===== config.mk =====
export PLATFORM = sky130hd
export DESIGN_NAME = rgb_to_hsv_pixel_flat
export DESIGN_NICKNAME = d
export VERILOG_FILES = /design/src/rtl/core/rgbhsv_pkg.sv /design/src/rtl/core/rgbhsv_if.sv /design/src/rtl/core/rgbhsv_front.sv /design/src/rtl/core/rgbhsv_fifo.sv /design/src/rtl/core/rgbhsv_back.sv /design/src/rtl/core/rgb_to_hsv_pixel.sv /design/src/flat_wrapper.sv
export SDC_FILE = /design/constraint.sdc
export NUM_CORES = 2
export LEC_CHECK = 0
export BUFFER_PORTS_ARGS = -buffer_cell sky130_fd_sc_hd__buf_2
export CELL_PAD_IN_SITES_DETAIL_PLACEMENT = 0
export CELL_PAD_IN_SITES_GLOBAL_PLACEMENT = 1
export CORE_ASPECT_RATIO = 1.5
export CORE_MARGIN = 1.5
export CORE_UTILIZATION = 40
export CTS_CLUSTER_DIAMETER = 120
export DETAILED_ROUTE_END_ITERATION = 6
export PLACE_DENSITY = 0.6
export SYNTH_ARGS = -nofsm -noshare
export SYNTH_HDL_FRONTEND = slang
export SYNTH_SLANG_ARGS = --single-unit

===== constraint.sdc =====
create_clock -name clk -period 56.4 [get_ports clk]
set_input_delay 5.64 -clock clk [delete_from_list [all_inputs] [get_ports clk]]
set_output_delay 5.64 -clock clk [all_outputs]
set_load 0.005 [all_outputs]

===== src/rtl/core/rgbhsv_pkg.sv =====
package rgbhsv_pkg;
  localparam int CHANNEL_BITS = 8;
  localparam int HUE_BITS = 16;
  localparam int SAT_BITS = 16;
  localparam int SNUM_BITS = CHANNEL_BITS + SAT_BITS;
  localparam int HNUM_BITS = CHANNEL_BITS + 3 + HUE_BITS;
  localparam int DEN_BITS = CHANNEL_BITS + 3;
  localparam int QUO_BITS = (SNUM_BITS > HNUM_BITS) ? SNUM_BITS : HNUM_BITS;
  localparam int FIFO_DEPTH = 2;
  localparam int FIFO_PTR_BITS = $clog2(FIFO_DEPTH);
  localparam int FIFO_CNT_BITS = $clog2(FIFO_DEPTH + 1);

  typedef logic [CHANNEL_BITS-1:0] chan_t;

  typedef struct packed {
    logic [HNUM_BITS-1:0] hnum;
    logic [DEN_BITS-1:0]  hden;
    logic [SNUM_BITS-1:0] snum;
    chan_t                mx;
  } work_t;
endpackage


===== src/rtl/core/rgbhsv_if.sv =====
interface rgbhsv_pix_if;
  logic valid;
  logic ready;
  logic [rgbhsv_pkg::CHANNEL_BITS-1:0] red;
  logic [rgbhsv_pkg::CHANNEL_BITS-1:0] green;
  logic [rgbhsv_pkg::CHANNEL_BITS-1:0] blue;
  modport source (output valid, red, green, blue, input ready);
  modport sink (input valid, red, green, blue, output ready);
endinterface

interface rgbhsv_hsv_if;
  logic valid;
  logic ready;
  logic [rgbhsv_pkg::HUE_BITS-1:0] hue;
  logic [rgbhsv_pkg::SAT_BITS-1:0] saturation;
  logic [rgbhsv_pkg::CHANNEL_BITS-1:0] brightness;
  modport source (output valid, hue, saturation, brightness, input ready);
  modport sink (input valid, hue, saturation, brightness, output ready);
endinterface


===== src/rtl/core/rgbhsv_front.sv =====
module rgbhsv_front (
  input  logic                      clk,
  input  logic                      rst,
  rgbhsv_pix_if.sink                pix,
  output logic                      wvalid,
  input  logic                      wready,
  output rgbhsv_pkg::work_t         wdata
);
  import rgbhsv_pkg::*;

  chan_t r, g, b, mx, mn, dl;
  logic signed [CHANNEL_BITS:0] n;
  logic [2:0] k;
  logic [DEN_BITS-1:0] num;
  work_t w;

  always_comb begin
    r = pix.red; g = pix.green; b = pix.blue;
    mx = r; mn = r;
    if (g > mx) mx = g;
    if (b > mx) mx = b;
    if (g < mn) mn = g;
    if (b < mn) mn = b;
    dl = mx - mn;
    if (mx == r) begin
      n = $signed({1'b0, g}) - $signed({1'b0, b});
      k = n[CHANNEL_BITS] ? 3'd6 : 3'd0;
    end else if (mx == g) begin
      n = $signed({1'b0, b}) - $signed({1'b0, r});
      k = 3'd2;
    end else begin
      n = $signed({1'b0, r}) - $signed({1'b0, g});
      k = 3'd4;
    end
    num = DEN_BITS'(k) * DEN_BITS'(dl) + DEN_BITS'(unsigned'(DEN_BITS'(n)));
    w.hnum = {num, HUE_BITS'(0)};
    w.hden = DEN_BITS'(dl) * DEN_BITS'(6);
    w.snum = (SNUM_BITS'(dl) << SAT_BITS) - SNUM_BITS'(dl);
    w.mx = mx;
  end

  assign pix.ready = !wvalid || wready;

  always_ff @(posedge clk) begin
    if (rst) begin
      wvalid <= 1'b0;
    end else if (pix.ready) begin
      wvalid <= pix.valid;
    end
    if (pix.ready && pix.valid) wdata <= w;
  end
endmodule


===== src/rtl/core/rgbhsv_fifo.sv =====
module rgbhsv_fifo (
  input  logic              clk,
  input  logic              rst,
  input  logic              ivalid,
  output logic              iready,
  input  rgbhsv_pkg::work_t idata,
  output logic              ovalid,
  input  logic              oready,
  output rgbhsv_pkg::work_t odata
);
  import rgbhsv_pkg::*;

  work_t mem [FIFO_DEPTH];
  logic [FIFO_PTR_BITS-1:0] wp, rp;
  logic [FIFO_CNT_BITS-1:0] cnt;
  logic push, pop;

  assign iready = cnt != FIFO_CNT_BITS'(FIFO_DEPTH);
  assign ovalid = cnt != '0;
  assign odata = mem[rp];
  assign push = ivalid && iready;
  assign pop = ovalid && oready;

  always_ff @(posedge clk) begin
    if (rst) begin
      wp <= '0; rp <= '0; cnt <= '0;
    end else begin
      if (push) wp <= (wp == FIFO_PTR_BITS'(FIFO_DEPTH - 1)) ? '0 : wp + FIFO_PTR_BITS'(1);
      if (pop) rp <= (rp == FIFO_PTR_BITS'(FIFO_DEPTH - 1)) ? '0 : rp + FIFO_PTR_BITS'(1);
      cnt <= cnt + FIFO_CNT_BITS'(push) - FIFO_CNT_BITS'(pop);
    end
    if (push) mem[wp] <= idata;
  end
endmodule


===== src/rtl/core/rgbhsv_back.sv =====
module rgbhsv_back (
  input  logic              clk,
  input  logic              rst,
  input  logic              wvalid,
  output logic              wready,
  input  rgbhsv_pkg::work_t wdata,
  rgbhsv_hsv_if.source      hsv
);
  import rgbhsv_pkg::*;

  localparam int NSTG = QUO_BITS;

  // restoring dividers, one quotient bit per stage
  logic                  v   [NSTG+1];
  logic [HNUM_BITS-1:0]  hq  [NSTG+1];
  logic [DEN_BITS:0]     hr  [NSTG+1];
  logic [DEN_BITS-1:0]   hd  [NSTG+1];
  logic [SNUM_BITS-1:0]  sq  [NSTG+1];
  logic [CHANNEL_BITS:0] sr  [NSTG+1];
  chan_t                 sd  [NSTG+1];
  logic                  adv;

  assign adv = !hsv.valid || hsv.ready;
  assign wready = adv;

  always_comb begin
    v[0] = wvalid; hq[0] = wdata.hnum; hr[0] = '0; hd[0] = wdata.hden;
    sq[0] = wdata.snum; sr[0] = '0; sd[0] = wdata.mx;
  end

  for (genvar i = 0; i < NSTG; i++) begin : g_stg
    logic [DEN_BITS+1:0] ht;
    logic [CHANNEL_BITS+1:0] st;
    always_comb begin
      ht = {hr[i], hq[i][HNUM_BITS-1]} - {2'b0, hd[i]};
      st = {sr[i], sq[i][SNUM_BITS-1]} - {2'b0, sd[i]};
    end
    always_ff @(posedge clk) begin
      if (rst) v[i+1] <= 1'b0;
      else if (adv) v[i+1] <= v[i];
      if (adv) begin
        hd[i+1] <= hd[i]; sd[i+1] <= sd[i];
        if (i < HNUM_BITS) begin
          hq[i+1] <= {hq[i][HNUM_BITS-2:0], !ht[DEN_BITS+1]};
          hr[i+1] <= ht[DEN_BITS+1] ? {hr[i][DEN_BITS-1:0], hq[i][HNUM_BITS-1]}
                                    : ht[DEN_BITS:0];
        end else begin
          hq[i+1] <= hq[i]; hr[i+1] <= hr[i];
        end
        if (i < SNUM_BITS) begin
          sq[i+1] <= {sq[i][SNUM_BITS-2:0], !st[CHANNEL_BITS+1]};
          sr[i+1] <= st[CHANNEL_BITS+1] ? {sr[i][CHANNEL_BITS-1:0], sq[i][SNUM_BITS-1]}
                                        : st[CHANNEL_BITS:0];
        end else begin
          sq[i+1] <= sq[i]; sr[i+1] <= sr[i];
        end
      end
    end
  end

  assign hsv.valid = v[NSTG];
  assign hsv.hue = (hd[NSTG] == '0) ? '0 : HUE_BITS'(hq[NSTG]);
  assign hsv.saturation = (sd[NSTG] == '0) ? '0 : SAT_BITS'(sq[NSTG]);
  assign hsv.brightness = sd[NSTG];
endmodule


===== src/rtl/core/rgb_to_hsv_pixel.sv =====
// channel | role   | payload
// pix     | sink   | red, green, blue
// hsv     | source | hue, saturation, brightness
// one transaction per cycle sustained while hsv is ready; a pixel passes the front
// register, the fifo and one back stage per quotient bit (27 at default widths)
// of the bit-serial divider pipeline in the back part
// synchronous active-high reset empties all stages and the fifo
// an output stall freezes the divider pipeline; the fifo absorbs slack
module rgb_to_hsv_pixel (
  input logic          clk,
  input logic          rst,
  rgbhsv_pix_if.sink   pix,
  rgbhsv_hsv_if.source hsv
);
  import rgbhsv_pkg::*;

  logic fv, fr, qv, qr;
  work_t fd, qd;

  rgbhsv_front u_front (.clk, .rst, .pix, .wvalid(fv), .wready(fr), .wdata(fd));
  rgbhsv_fifo u_fifo (.clk, .rst, .ivalid(fv), .iready(fr), .idata(fd),
                      .ovalid(qv), .oready(qr), .odata(qd));
  rgbhsv_back u_back (.clk, .rst, .wvalid(qv), .wready(qr), .wdata(qd), .hsv);

  a_ready: assert property (@(posedge clk) disable iff (rst)
    !hsv.valid |-> qr) else $error("back stalled without output");
  a_hold: assert property (@(posedge clk) disable iff (rst)
    hsv.valid && !hsv.ready |=> hsv.valid) else $error("result lost");
  a_front: assert property (@(posedge clk) disable iff (rst)
    fv && !fr |=> fv) else $error("front item lost");
endmodule

===== src/flat_wrapper.sv =====
// flat-port wrapper written by rule: the top's interface ports become plain ports
module rgb_to_hsv_pixel_flat import rgbhsv_pkg::*;
  (clk, rst, pix_valid, pix_red, pix_green, pix_blue, pix_ready, hsv_valid, hsv_hue, hsv_saturation, hsv_brightness, hsv_ready);
  rgbhsv_pix_if pix_i ();
  rgbhsv_hsv_if hsv_i ();
  input logic clk;
  input logic rst;
  input wire logic [$bits(pix_i.valid)-1:0] pix_valid;
  input wire logic [$bits(pix_i.red)-1:0] pix_red;
  input wire logic [$bits(pix_i.green)-1:0] pix_green;
  input wire logic [$bits(pix_i.blue)-1:0] pix_blue;
  output wire logic [$bits(pix_i.ready)-1:0] pix_ready;
  output wire logic [$bits(hsv_i.valid)-1:0] hsv_valid;
  output wire logic [$bits(hsv_i.hue)-1:0] hsv_hue;
  output wire logic [$bits(hsv_i.saturation)-1:0] hsv_saturation;
  output wire logic [$bits(hsv_i.brightness)-1:0] hsv_brightness;
  input wire logic [$bits(hsv_i.ready)-1:0] hsv_ready;
  assign pix_i.valid = pix_valid;
  assign pix_i.red = pix_red;
  assign pix_i.green = pix_green;
  assign pix_i.blue = pix_blue;
  assign pix_ready = pix_i.ready;
  assign hsv_valid = hsv_i.valid;
  assign hsv_hue = hsv_i.hue;
  assign hsv_saturation = hsv_i.saturation;
  assign hsv_brightness = hsv_i.brightness;
  assign hsv_i.ready = hsv_ready;
  rgb_to_hsv_pixel u_core (.clk(clk), .rst(rst), .pix(pix_i), .hsv(hsv_i));
endmodule

==> results.ini <==
[run_status]
outcome=finished, final reports clean

[global_routing]
grt_usage_pct=14.1
overflow=0
grt_pass1_vias=44500
antenna_found_initial=1
grt_max_degree=169
grt_pass1_wl_um=230000

[power]
ir_worst_vdd_mv=0.0287
cellPowerDensity_nw_per_um2=67.7
total_power_mw=6.16
p_leak_nw=37.9

[setup_path]
crit_path_max_incr_delay_ns=0.72
cp-startpoint=pix_green[6]
crit_type=in2reg
start_kind=input pin
cp_common_cell=ha_1
cp_slowest_cell=mux2i_2
critPathMaxFanout=15
crit_family=compound AO/OA/AOI/OAI gates
crit_path_end_kind=flop
arrival_ns=14.67
worst-path-buf-inv=3
worstPathRequired_ns=56.95
rr_startpoint=u_core.u_back.hsv.valid$_SDFFE_PP0N_

[timing]
drv_slew=0
setup_tns_ns=0
period_share_pct=25.0
setup_viol=0
skew_ns=0.0666
hold_violations=0
slew_headroom_pct=17.8
max_freq_ghz=0.0708
tightest_slew_ns=1.22
min_period_ns=14.12
rsz0062_at_grt=false
hold_slack_ns=0.371

[synthesis]
yosys_warnings=0
avgSynthCellArea_um2=14.6
seq_area_frac_synth_pct=64.8
syn_area_um2=81500
synth_top_cell_by_area=edfxtp_1
synth_most_common_cell=edfxtp_1
synthArstFlopShare_pct=0
yosysTopAreaCellShare_pct=64.0
synth_common_cells=edfxtp_1 (1735), inv_1 (615), ha_1 (516), mux2_2 (377), a21o_1 (272)
ys_top_cells_by_area=edfxtp_1 (64%), ha_1 (7.9%), mux2_2 (5.2%), inv_1 (2.8%), a21o_1 (2.5%)
ys_seq_elements=1768
synth_edf_count=1735
ys_types=76
synth_cells=5590
synth_flop_cell=edfxtp_1

[die]
die_y_um=556
num_io_pins=70
die-area_um2=206000
die_x_um=371
initial_core_util_pct=40.3
rows=202
core_um2=202000

[cells_and_area]
multi_input_area_um2=26200
instances_no_fill=8631
syn_to_final_growth_pct=11.8
finalNetCount=6450
drive_above_1_share_pct=13.7
seq_area_um2=52800
fill_cells=17900
post-route-util_pct=45.1

[clock_network]
post_cts.repair.setup_buffers=0
cts.sinks=1768
cts_resized=0
clock_path_buffers=4
hold_buffers=0
cts_buffers=185
cts_root_buffer=clkbuf_16
clock_latency_ns=0.82
clk_transition_reported_paths_ns=0.06
h-tree-depth=4
cts_tree=yes

[hold_path]
hp-start=u_core.u_back.hq[564]$_DFFE_PN_
hp-class=reg2reg

[route]
viasPerCell=4.87
drt_iter0_drc=1876
dr.pass1.iters=5
vias=42100
wl_um=145000
ant_nets=0
wl_per_cell_um=16.8
drc=0

[placement]
place_inst=8310
dp_hpwl_um=103000
port_buffers=69
gp_congestion=0.807

[flow_run]
cap_violations=0

[kinds of logic (layout without fill, tap and decap cells)]
family / count (synthesis) / in the layout / share of synthesized area [%]
AOI/OAI and AO/OA: 884 / 884 / 7.29
xor gates and xnor gates: 392 / 392 / 4.21
adders and majority gates: 576 / 576 / 9.40
buffers and inverters: 682 / 1062 / 3.19
DFF: 1768 / 1768 / 64.8
muxes: 460 / 460 / 6.24
other: 1 / 10 / 0.00460
and+or+nand+nor: 827 / 827 / 4.90
[sequential cells by signal (all words and copies together), names as in the netlist, named ones only]
register and count:
u_core.u_back.sq 439, u_core.u_back.hr 297, u_core.u_back.hd 235, u_core.u_back.sd 208, u_core.u_back.sr 207, u_core.u_back.hq 191
u_core.u_fifo.mem 100, u_core.u_front.wdata 50, u_core.u_back.v 26, u_core.u_back.hsv.brightness 8, u_core.u_fifo.cnt 2, u_core.u_back.hsv.valid 1
u_core.u_fifo.rp 1, u_core.u_fifo.wp 1, u_core.u_front.wvalid 1
[where the power goes]
group	switching (mW)	internal, mW
registers	0.260	2.25
clock network	0.497	0.667
logic	1.23	1.26
total	1.98	4.18
[stage by stage]
| stage | worst slack (ns) | area [µm²] |
|---|---|---|
| after detailed placement | 41.36 | 85400 |
| after CTS | 42.26 | 91100 |
| after floorplan | 5.23 | 81500 |
| final | 42.28 | 91100 |
| after global placement | 41.31 | 85400 |
| after global routing | 41.55 | 91100 |
[final timing paths]
path	slack, ns	endpoint	cells after the start
setup / recovery	42.28	u_core.u_front.wdata[69]$_DFFE_PP_	32
hold / removal	0.37	u_core.u_back.hq[538]$_DFFE_PN_	0
setup reg to reg	50.46	u_core.u_back.sd[28]$_DFFE_PN_	8
hold reg to reg	0.37	u_core.u_back.hq[538]$_DFFE_PN_	0
[layer usage]
metal / vias to the layer above / global-route usage [%] / part of all wire (%)
li1: 20700 / - / -
met1: 20700 / 12.6 / 32
met2: 404 / 30.6 / 62
met3: 240 / 2.05 / 2.7
met4: 0 / 5.01 / 3.1
met5: - / 0 / 0
[placed cells by master (no fill, tap or decap), types with 69 or more instances in the layout]
cell type / n
ha_1: 516
buf_2: 69
nand2b_1: 112
inv_1: 615
edfxtp_1: 1735
mux2i_1: 81
mux2_2: 377
nor2_1: 258
a21o_1: 272
nand2_1: 226
a211oi_1: 73
nor2b_1: 107
xnor2_1: 150
a21oi_1: 148
clkbuf_16: 186
xor2_1: 231
o21ai_0: 198
a21boi_0: 92
[final cells by class]
cell class	instances	area share [%]
clock buffers	214	5.22
multi-input cells	3148	28.8
clock inverters	105	1.02
well taps	2652	3.64
diodes	1	0.00275
inverters	617	2.55
flip-flops and latches	1768	57.9
repair buffers	126	0.862
Note: power is estimated with default switching activity, not from simulation.
